===== config.mk =====
export PLATFORM = sky130hd
export DESIGN_NAME = present80_cbc_cipher
export DESIGN_NICKNAME = d
export VERILOG_FILES = /design/src/hdl/prs80_pkg.sv /design/src/hdl/present80_cbc_cipher.sv /design/src/hdl/prs80_round.sv
export SDC_FILE = /design/constraint.sdc
export NUM_CORES = 2
export LEC_CHECK = 0
export ABC_CLOCK_PERIOD_IN_PS = 16050
export BUFFER_PORTS_ARGS = -buffer_cell sky130_fd_sc_hd__buf_2
export CORE_UTILIZATION = 50
export DETAILED_ROUTE_END_ITERATION = 8
export GPL_TIMING_DRIVEN = 1
export PLACE_DENSITY = 0.7
export SKIP_CTS_REPAIR_TIMING = 1
export SLEW_MARGIN = 20
export SYNTH_ARGS = -nofsm -noshare
export SYNTH_HDL_FRONTEND = slang
export SYNTH_HIERARCHICAL = 1
export SYNTH_SLANG_ARGS = --single-unit

===== constraint.sdc =====
create_clock -name clock -period 16.05 [get_ports clock]
set_clock_uncertainty 0.2 [all_clocks]
set_input_delay 3.21 -clock clock [delete_from_list [all_inputs] [get_ports clock]]
set_output_delay 3.21 -clock clock [all_outputs]
set_load 0.05 [all_outputs]

===== src/hdl/prs80_pkg.sv =====
package prs80_pkg;

   localparam int BLOCK_W = 64;
   localparam int KEY_W   = 80;
   localparam int RND_W   = 5;
   localparam logic [RND_W-1:0] LAST_ROUND = 5'd31;

   typedef enum logic [1:0] {
      CSR_KEY_LOW  = 2'd0,
      CSR_KEY_HIGH = 2'd1,
      CSR_IV       = 2'd2
   } csr_index_type;

   localparam logic [3:0] SBOX_FWD [16] = '{
      4'hc, 4'h5, 4'h6, 4'hb, 4'h9, 4'h0, 4'ha, 4'hd,
      4'h3, 4'he, 4'hf, 4'h8, 4'h4, 4'h7, 4'h1, 4'h2
   };
   localparam logic [3:0] SBOX_INV [16] = '{
      4'h5, 4'he, 4'hf, 4'h8, 4'hc, 4'h1, 4'h2, 4'hd,
      4'hb, 4'h4, 4'h6, 4'h3, 4'h0, 4'h7, 4'h9, 4'ha
   };

   function automatic logic [BLOCK_W-1:0] sub_fwd(input logic [BLOCK_W-1:0] x);
      logic [BLOCK_W-1:0] y;
      y = '0;
      for (int n = 0; n < 16; n++) begin
         y[4*n +: 4] = SBOX_FWD[x[4*n +: 4]];
      end
      return y;
   endfunction

   function automatic logic [BLOCK_W-1:0] sub_inv(input logic [BLOCK_W-1:0] x);
      logic [BLOCK_W-1:0] y;
      y = '0;
      for (int n = 0; n < 16; n++) begin
         y[4*n +: 4] = SBOX_INV[x[4*n +: 4]];
      end
      return y;
   endfunction

   // bit i goes to 16*i mod 63, a 6-bit rotate left by 4
   function automatic logic [BLOCK_W-1:0] perm_fwd(input logic [BLOCK_W-1:0] x);
      logic [BLOCK_W-1:0] y;
      logic [5:0]         j;
      y = '0;
      for (int i = 0; i < BLOCK_W; i++) begin
         j = 6'(i);
         y[{j[1:0], j[5:2]}] = x[i];
      end
      return y;
   endfunction

   // bit i goes to 4*i mod 63, a 6-bit rotate left by 2
   function automatic logic [BLOCK_W-1:0] perm_inv(input logic [BLOCK_W-1:0] x);
      logic [BLOCK_W-1:0] y;
      logic [5:0]         j;
      y = '0;
      for (int i = 0; i < BLOCK_W; i++) begin
         j = 6'(i);
         y[{j[3:0], j[5:4]}] = x[i];
      end
      return y;
   endfunction

   function automatic logic [KEY_W-1:0] key_fwd(input logic [KEY_W-1:0] k,
                                                input logic [RND_W-1:0] r);
      logic [KEY_W-1:0] t;
      t = {k[18:0], k[79:19]};
      t[79:76] = SBOX_FWD[t[79:76]];
      t[19:15] = t[19:15] ^ r;
      return t;
   endfunction

   function automatic logic [KEY_W-1:0] key_inv(input logic [KEY_W-1:0] k,
                                                input logic [RND_W-1:0] r);
      logic [KEY_W-1:0] t;
      t = k;
      t[19:15] = t[19:15] ^ r;
      t[79:76] = SBOX_INV[t[79:76]];
      return {t[60:0], t[79:61]};
   endfunction

endpackage


===== src/hdl/present80_cbc_cipher.sv =====
// an encrypt runs 31 rounds after the input transfer, one per cycle in the shared
// round unit, then a final key add into the output register once the output slot
// is free; a decrypt runs the rounds in reverse from the cached last round key, or
// after a key write first runs a forward key sweep to rebuild that key; one block in
// flight, the next block is accepted the cycle after the result loads
// synchronous active-high reset clears key, iv, chain register and all control state
module present80_cbc_cipher
   import prs80_pkg::*;
(
   input  logic               clock,
   input  logic               reset,
   input  logic               req_valid,
   output logic               req_stall,
   input  logic               req_command,
   input  logic               req_first_block,
   input  logic [BLOCK_W-1:0] req_data_in,
   output logic               rsp_valid,
   input  logic               rsp_stall,
   output logic [BLOCK_W-1:0] rsp_data_out,
   input  logic               csr_valid,
   output logic               csr_ready,
   input  logic [1:0]         csr_index,
   input  logic [BLOCK_W-1:0] csr_wdata
);

   typedef enum logic [1:0] {
      ST_IDLE,
      ST_KSWEEP,
      ST_ROUND,
      ST_FINISH
   } state_type;

   state_type          state_ff;
   logic [RND_W-1:0]   rnd_ff;
   logic               cmd_ff;
   logic [BLOCK_W-1:0] x_ff;
   logic [KEY_W-1:0]   key_ff;
   logic [BLOCK_W-1:0] chain_ff;
   logic [BLOCK_W-1:0] din_ff;
   logic [15:0]        key_low_ff;
   logic [BLOCK_W-1:0] key_high_ff;
   logic [BLOCK_W-1:0] iv_ff;
   logic [KEY_W-1:0]   key_last_ff;
   logic               last_ok_ff;
   logic               rsp_valid_ff;
   logic [BLOCK_W-1:0] rsp_data_ff;

   logic               unit_dec;
   logic [BLOCK_W-1:0] x_in;
   logic [KEY_W-1:0]   key_in;
   logic               req_xfer;
   logic               csr_xfer;
   logic               slot_free;
   logic [BLOCK_W-1:0] chain_sel;
   logic [BLOCK_W-1:0] result;

   assign req_stall    = (state_ff != ST_IDLE);
   assign csr_ready    = (state_ff == ST_IDLE);
   assign req_xfer     = req_valid && !req_stall;
   assign csr_xfer     = csr_valid && csr_ready;
   assign rsp_valid    = rsp_valid_ff;
   assign rsp_data_out = rsp_data_ff;
   assign slot_free    = !rsp_valid_ff || !rsp_stall;
   assign chain_sel    = req_first_block ? iv_ff : chain_ff;
   assign unit_dec     = cmd_ff && (state_ff == ST_ROUND);

   always_comb begin
      if (cmd_ff) begin
         result = x_ff ^ key_ff[KEY_W-1 -: BLOCK_W] ^ chain_ff;
      end else begin
         result = x_ff ^ key_ff[KEY_W-1 -: BLOCK_W];
      end
   end

   prs80_round u_round (
      .decrypt (unit_dec),
      .x_in    (x_ff),
      .key_in  (key_ff),
      .rnd     (rnd_ff),
      .x_out   (x_in),
      .key_out (key_in)
   );

   always_ff @(posedge clock) begin
      if (reset) begin
         state_ff     <= ST_IDLE;
         rnd_ff       <= '0;
         cmd_ff       <= 1'b0;
         chain_ff     <= '0;
         key_low_ff   <= '0;
         key_high_ff  <= '0;
         iv_ff        <= '0;
         last_ok_ff   <= 1'b0;
         rsp_valid_ff <= 1'b0;
      end else begin
         if (rsp_valid_ff && !rsp_stall && state_ff != ST_FINISH) begin
            rsp_valid_ff <= 1'b0;
         end

         if (csr_xfer) begin
            unique case (csr_index)
               CSR_KEY_LOW: begin
                  key_low_ff <= csr_wdata[15:0];
                  last_ok_ff <= 1'b0;
               end
               CSR_KEY_HIGH: begin
                  key_high_ff <= csr_wdata;
                  last_ok_ff  <= 1'b0;
               end
               CSR_IV: begin
                  iv_ff <= csr_wdata;
               end
               default: begin
               end
            endcase
         end

         unique case (state_ff)
            ST_IDLE: begin
               if (req_xfer) begin
                  cmd_ff   <= req_command;
                  chain_ff <= chain_sel;
                  din_ff   <= req_data_in;
                  if (req_command) begin
                     x_ff <= req_data_in;
                     if (last_ok_ff) begin
                        key_ff   <= key_last_ff;
                        rnd_ff   <= LAST_ROUND;
                        state_ff <= ST_ROUND;
                     end else begin
                        key_ff   <= {key_high_ff, key_low_ff};
                        rnd_ff   <= 5'd1;
                        state_ff <= ST_KSWEEP;
                     end
                  end else begin
                     x_ff     <= req_data_in ^ chain_sel;
                     key_ff   <= {key_high_ff, key_low_ff};
                     rnd_ff   <= 5'd1;
                     state_ff <= ST_ROUND;
                  end
               end
            end
            ST_KSWEEP: begin
               key_ff <= key_in;
               if (rnd_ff == LAST_ROUND) begin
                  key_last_ff <= key_in;
                  last_ok_ff  <= 1'b1;
                  state_ff    <= ST_ROUND;
               end else begin
                  rnd_ff <= rnd_ff + 5'd1;
               end
            end
            ST_ROUND: begin
               x_ff   <= x_in;
               key_ff <= key_in;
               if (cmd_ff) begin
                  if (rnd_ff == 5'd1) begin
                     state_ff <= ST_FINISH;
                  end else begin
                     rnd_ff <= rnd_ff - 5'd1;
                  end
               end else begin
                  if (rnd_ff == LAST_ROUND) begin
                     state_ff <= ST_FINISH;
                  end else begin
                     rnd_ff <= rnd_ff + 5'd1;
                  end
               end
            end
            ST_FINISH: begin
               if (slot_free) begin
                  rsp_valid_ff <= 1'b1;
                  rsp_data_ff  <= result;
                  chain_ff     <= cmd_ff ? din_ff : result;
                  if (!cmd_ff) begin
                     key_last_ff <= key_ff;
                     last_ok_ff  <= 1'b1;
                  end
                  state_ff <= ST_IDLE;
               end
            end
            default: begin
               state_ff <= ST_IDLE;
            end
         endcase
      end
   end

endmodule


===== src/hdl/prs80_round.sv =====
module prs80_round
   import prs80_pkg::*;
(
   input  logic               decrypt,
   input  logic [BLOCK_W-1:0] x_in,
   input  logic [KEY_W-1:0]   key_in,
   input  logic [RND_W-1:0]   rnd,
   output logic [BLOCK_W-1:0] x_out,
   output logic [KEY_W-1:0]   key_out
);

   logic [BLOCK_W-1:0] mixed;

   assign mixed = x_in ^ key_in[KEY_W-1 -: BLOCK_W];

   always_comb begin
      if (decrypt) begin
         x_out   = sub_inv(perm_inv(mixed));
         key_out = key_inv(key_in, rnd);
      end else begin
         x_out   = perm_fwd(sub_fwd(mixed));
         key_out = key_fwd(key_in, rnd);
      end
   end

endmodule


# Word level (Yosys, flattened, before mapping)

Memory sizes are Yosys's and may differ from the RTL's.
Cells that the tools add are included.

Magnitude comparators: 34
Add/sub/neg operators: 2
Mux-type cells: 112
Eq/ne operators: 15
Reductions and logical operators: 31
Bitwise gates (word level): 40

Operator list:

| operator              | count |
|---|---|
| $mux W80              | 7 |
| $mux W64              | 8 |
| $pmux W80 S2          | 2 |
| $mux W4               | 68 |
| $pmux W64 S2          | 2 |
| $xor A64 B64 Y64      | 3 |
| $ge A5 B5 Y1 const B  | 34 |
| $not A4 Y5            | 34 |
| $mux W5               | 6 |
| $reduce_and A3 Y1     | 6 |
| $mux W2               | 8 |
| $pmux W5 S3           | 1 |
| $reduce_and A5 Y1     | 2 |
| $reduce_bool A2 Y1    | 5 |
| $xor A5 B5 Y5         | 2 |
| $mux W1               | 8 |
| $ne A2 B2 Y1 const B  | 4 |
| $pmux W2 S4           | 1 |
| $reduce_and A2 Y1     | 4 |
| $eq A2 B2 Y1 const B  | 3 |
| $ne A3 B2 Y1 const B  | 2 |
| $add A5 B1 Y5 const B | 1 |
| $eq A5 B1 Y1 const B  | 1 |
| $eq A5 B5 Y1 const B  | 1 |
| other kinds (12)      | 21 |

Bits in read-only memories: 2176
Output and inout port bits: 67
Memories kept: 34
Bits in registers: 570
Input bits: 137

Memories:

| memory          | words | width | read ports | clocked after memory_dff | wr ports | line            | text |
|---|---|---|---|---|---|---|---|
| (no name shown) | 16    | 4     | 1          | 0                        | 0        | prs80_pkg.sv:27 | `y[4*n +: 4] = SBOX_FWD[x[4*n +: 4]];` |
| (no name shown) | 16    | 4     | 1          | 0                        | 0        | prs80_pkg.sv:69 | `t[79:76] = SBOX_FWD[t[79:76]];` |
| (no name shown) | 16    | 4     | 1          | 0                        | 0        | prs80_pkg.sv:36 | `y[4*n +: 4] = SBOX_INV[x[4*n +: 4]];` |
| (no name shown) | 16    | 4     | 1          | 0                        | 0        | prs80_pkg.sv:36 |  |
| (no name shown) | 16    | 4     | 1          | 0                        | 0        | prs80_pkg.sv:36 |  |
| (no name shown) | 16    | 4     | 1          | 0                        | 0        | prs80_pkg.sv:36 |  |
| +28 memories    | --    | --    | --         | --                       | --       | --              |  |

# Logic depth before layout (Yosys ltp)

Depth in word-level cells: 7
Mapped depth: 13
Mapped depth without buffers: 9

# Hierarchy

The synthesis kept the hierarchy.

By module, submodules not included:

| module               | seq. area each (sq um) | times used | cells each | area each (sq um) |
|---|---|---|---|---|
| present80_cbc_cipher | 14934.3                | 1          | 2346       | 25984.9 |
| prs80_round          | 0.0                    | 1          | 962        | 7863.8 |

# Least setup slack after synthesis

OpenSTA, ideal clock, no wires.

Kind: input -> register
Start point: input reset
End point: register key_last_ff[0] (enable)
Library setup time: 0.944 ns
Stages on the path: 3
Setup slack: -1.114 ns
Path buffers: 2
Arrival: 16.019 ns
Required time: 14.906 ns
Cell sequence: clkbuf_1 > clkbuf_1 > a2111oi_0

Longest elaborated chain between the ends: 2

Ends and longest elaborated chain:

| item                               | line                        | text |
|---|---|---|
| start, declared                    | present80_cbc_cipher.sv:11  | `input logic reset,` |
| $not A1 Y1 (no source line)        | --                          |  |
| $reduce_and A5 Y1 (no source line) | --                          |  |
| end signal, assigned               | present80_cbc_cipher.sv:146 | `key_last_ff <= key_in;` |
| end signal, assigned               | present80_cbc_cipher.sv:176 | `key_last_ff <= key_ff;` |
| end, declared                      | present80_cbc_cipher.sv:43  | `logic [KEY_W-1:0] key_last_ff;` |

Every way passes these cells.
A chain may end at the register's enable or synchronous reset.

# Worst setup path after layout

Start point: input req_command
End point: register key_ff[26], data pin

Longest elaborated chain between the ends: 3

Ends and longest elaborated chain:

| item                 | line                        | text |
|---|---|---|
| start, declared      | present80_cbc_cipher.sv:14  | `input logic req_command,` |
| $mux W80             | present80_cbc_cipher.sv:124 | `if (req_command) begin` |
| $mux W80             | present80_cbc_cipher.sv:120 | `if (req_xfer) begin` |
| $pmux W80 S2         | present80_cbc_cipher.sv:118 | `unique case (state_ff)` |
| end signal, assigned | present80_cbc_cipher.sv:127 | `key_ff <= key_last_ff;` |
| end signal, assigned | present80_cbc_cipher.sv:131 | `key_ff <= {key_high_ff, key_low_ff};` |
| end signal, assigned | present80_cbc_cipher.sv:137 | `key_ff <= {key_high_ff, key_low_ff};` |
| end, declared        | present80_cbc_cipher.sv:37  | `logic [KEY_W-1:0] key_ff;` |

Every way passes these cells. The select of a mux whose other input is x is not followed.

==> metrics.md <==
| Metric | Value |
|---|---|
| Run status | `finished, final reports clean` |
| Crit Reg-Reg Startpoint | `key_ff[29]` |
| Fmax | `188 MHz` |
| Die Span X | `262 µm` |
| Critical path fanouts, max | `42` |
| Sequential fraction of the synthesis area | `44.1%` |
| Worst-Skew Late Latency | `0.67 ns` |
| # H-tree levels | `2` |
| Kind of critical path | `in -> reg` |
| Ratio of cells with drive above 1 in the final layout | `19.9%` |
| FFs w/ async S/R, synth | `0%` |
| Mean post-synth cell area | `10.2 µm²` |
| Mapped Cells | `3308` |
| Reg2Reg Depth | `7` |
| Drt drc | `0` |
| Die area | `68700 µm²` |
| Initial DRC count | `3022` |
| Count of final setup violators | `0` |
| Vias/cell | `6.02` |
| Cts bufs inserted | `59` |
| Congestion Overflow GR | `0` |
| Max clock buf depth | `3` |
| Worst setup SP type | `input port` |
| Max Slew Vio Count | `0` |
| Die height | `approximately 260 µm` |
| Hold Violations, Final | `0` |
| Root Driver | `clkbuf_16` |
| RSZ-0062 raised after global routing | `no` |
| Number of flops mapped to enable cells by yosys | `352` |
| Crit share post-route | `33.1%` |
| Final GP Congestion | `1.01` |
| Overall Global Routing Usage | `31.3%` |
| Clk slew on worst S/H paths | `0.06 ns` |
| Initial antenna violation count | `2` |
| Fin util | `55.8%` |
| Worst Setup EP | `key_ff[26]` |
| Largest net degree at the start of global routing | `109` |
| Worst hold start | `iv_ff[30]` |
| Port Buffers | `203` |
| Final setup TNS | `0 ns` |
| Area Overhead vs Synth | `10.5%` |
| Avg WL per Cell | `25.2 µm` |
| R2R setup slack | `12.20 ns` |
| Ys flop type | `edfxtp_1` |
| Max VDD drop | `0.000130 V` |
| Post-Syn Nets | `3558` |
| Core outline area | `67000 µm²` |
| Final worst path period need | `5.31 ns` |
| Vias in the first global route | `24000` |
| Final instance area | `37400 µm²` |
| Starting density of the core | `50.5%` |
| Critical R2R Capture | `x_ff[3]` |
| Vias post-DR | `roughly 26000` |
| Worst slew pin tran | `between 1 and 1.5 ns` |
| Worst path required time | `around 16 ns` |
| Nets | `~3700` |
| Worst setup startpoint | `req_command` |
| Power Dens Cells | `roughly 180 nW/µm²` |
| Total of max-cap violations | `0` |
| Routed WL | `110000 µm` |
| Global-route wire length before repair | `158000 µm` |
| Distinct cells, synth | `69` |
| Number of synthesized register bits | `570` |
| Worst setup EP type | `register` |
| Worst hold path type | `reg -> reg` |
| Yosys warns | `6` |
| Lkg Pwr | `14.5 nW` |
| Post-Syn Area | `33800 µm²` |
| DR pass1 iterations | `6` |
| HPWL after DPL | `77200 µm` |
| Clk sinks | `570` |
| Relative slew margins | `24.5%` |
| Area post-placement | `around 35000 µm²` |
| Arr. time, crit path | `5.50 ns` |
| TritonCTS clock tree | `yes` |
| I/O Pins | `204` |
| ANT nets after route | `0` |
| Row cnt | `95` |
[cell families after synthesis]
kind of cell | after synthesis | share of synthesized area, %
compound gates | 610 | 10.3
xor+xnor | 299 | 8.48
fa+ha+maj | 113 | 4.18
buf+inv | 313 | 4.07
flops | 570 | 44.1
mux | 518 | 18.2
simple gates | 885 | 10.7
[area by class of cell]
class	instances	area [µm²]
fillers	5968	29600
multi-input cells	2425	17600
flip-flops and latches	570	14900
clock buffers	88	1670
repair buffers	249	1370
well taps	873	1090
inverters	118	448
clock inverters	23	233
diodes	3	7.51
[through the flow]
step	hold slack (ns)	power (mW)	setup WS [ns]	cells
3_5_place_dp	0.246	5.47	10.10	4235
5_1_grt	0.268	7.22	10.66	4346
4_1_cts	0.254	6.84	10.73	4346
3_3_place_gp	0.243	5.42	10.14	4235
6_report	0.253	6.90	10.74	4349
2_1_floorplan	0.236	4.46	2.87	3308
[layer usage]
| layer | global-route usage (%) | routed length, µm |
|---|---|---|
| met1 | 41.6 | 43300 |
| met2 | 48.8 | 50100 |
| met3 | 5.58 | 10000 |
| met4 | 16.5 | 6140 |
| met5 | 0 | 11 |
[cells in the mapped netlist, types with 6 or more instances]
cell type    n  share of area [%]
clkbuf_1    84               0.93
xnor2_1    115                3.0
nand3_1     25               0.37
clkinv_1     6              0.067
o21ai_0     67               0.99
a211o_1      6               0.16
edfxtp_1   352                 31
and2_1       6               0.11
a22o_1       7               0.18
buf_6        8               0.27
ha_1       113                4.2
buf_1       20               0.22
o221ai_1     6               0.16
mux2i_1    183                5.4
o21ai_1    138                2.0
mux4_2      35                2.3
xor2_2      12               0.58
and3_1       9               0.17
o211ai_1    15               0.33
nor2_1     216                2.4
buf_4       14               0.31
nor3_2       7               0.21
a211oi_1    32               0.71
mux2_1      47                1.6
xnor2_2     14               0.67
nor3_1      91                1.3
o2111ai_1    6               0.16
o21a_1       8               0.18
nand2_1    515                5.7
buf_2       69                1.0
inv_1       96                1.1
dfxtp_1    218                 13
xor2_1     155                4.0
mux4_1      10               0.78
a21oi_1    251                3.7
a31oi_1     13               0.24
a21o_1       6               0.13
o31ai_1     19               0.42
inv_2       15               0.17
mux2_2     243                8.1
[flip-flops by register name, indices dropped and copies added (netlist names)]
name,flops
key_ff,80
key_last_ff,80
chain_ff,64
din_ff,64
iv_ff,64
key_high_ff,64
rsp_data_out,64
x_ff,64
key_low_ff,16
rnd_ff,5
state_ff,2
cmd_ff,1
last_ok_ff,1
rsp_valid,1
[critical path, cell delays in order]
cell     delay, ns
buf_2         0.09
buf_4         0.27
nand2_4       0.63
buf_4         0.77
mux2i_1       0.30
o21ai_1       0.08
[report_power, final]
| part | switching (mW) | leakage (nW) | total (mW) | internal (mW) |
|---|---|---|---|---|
| Combinational | 1.99 | 8.55 | 3.27 | 1.28 |
| Clock | 0.616 | 0.922 | 1.37 | 0.754 |
| Sequential | 0.327 | 5.06 | 2.27 | 1.94 |
| Total | 2.93 | 14.5 | 6.90 | 3.97 |
[layout by cell type (no fill, tap or decap), types with 138 or more instances in the layout]
cell      synthesis  final
a21oi_1         251    250
buf_2            69    201
dfxtp_1         218    217
edfxtp_1        352    352
mux2_2          243    243
mux2i_1         183    183
nand2_1         515    512
nor2_1          216    215
o21ai_1         138    138
xor2_1          155    155
[worst min path at each step]
| stage | to | cells after the start |
|---|---|---|
| floorplan | iv_ff[0] | 2 |
| global placement | iv_ff[22] | 2 |
| detailed placement | key_low_ff[9] | 2 |
| CTS | key_low_ff[9] | 2 |
| global route | key_high_ff[3] | 2 |
| finish | iv_ff[30] | 2 |
Note: power is estimated with default switching activity, not from simulation.
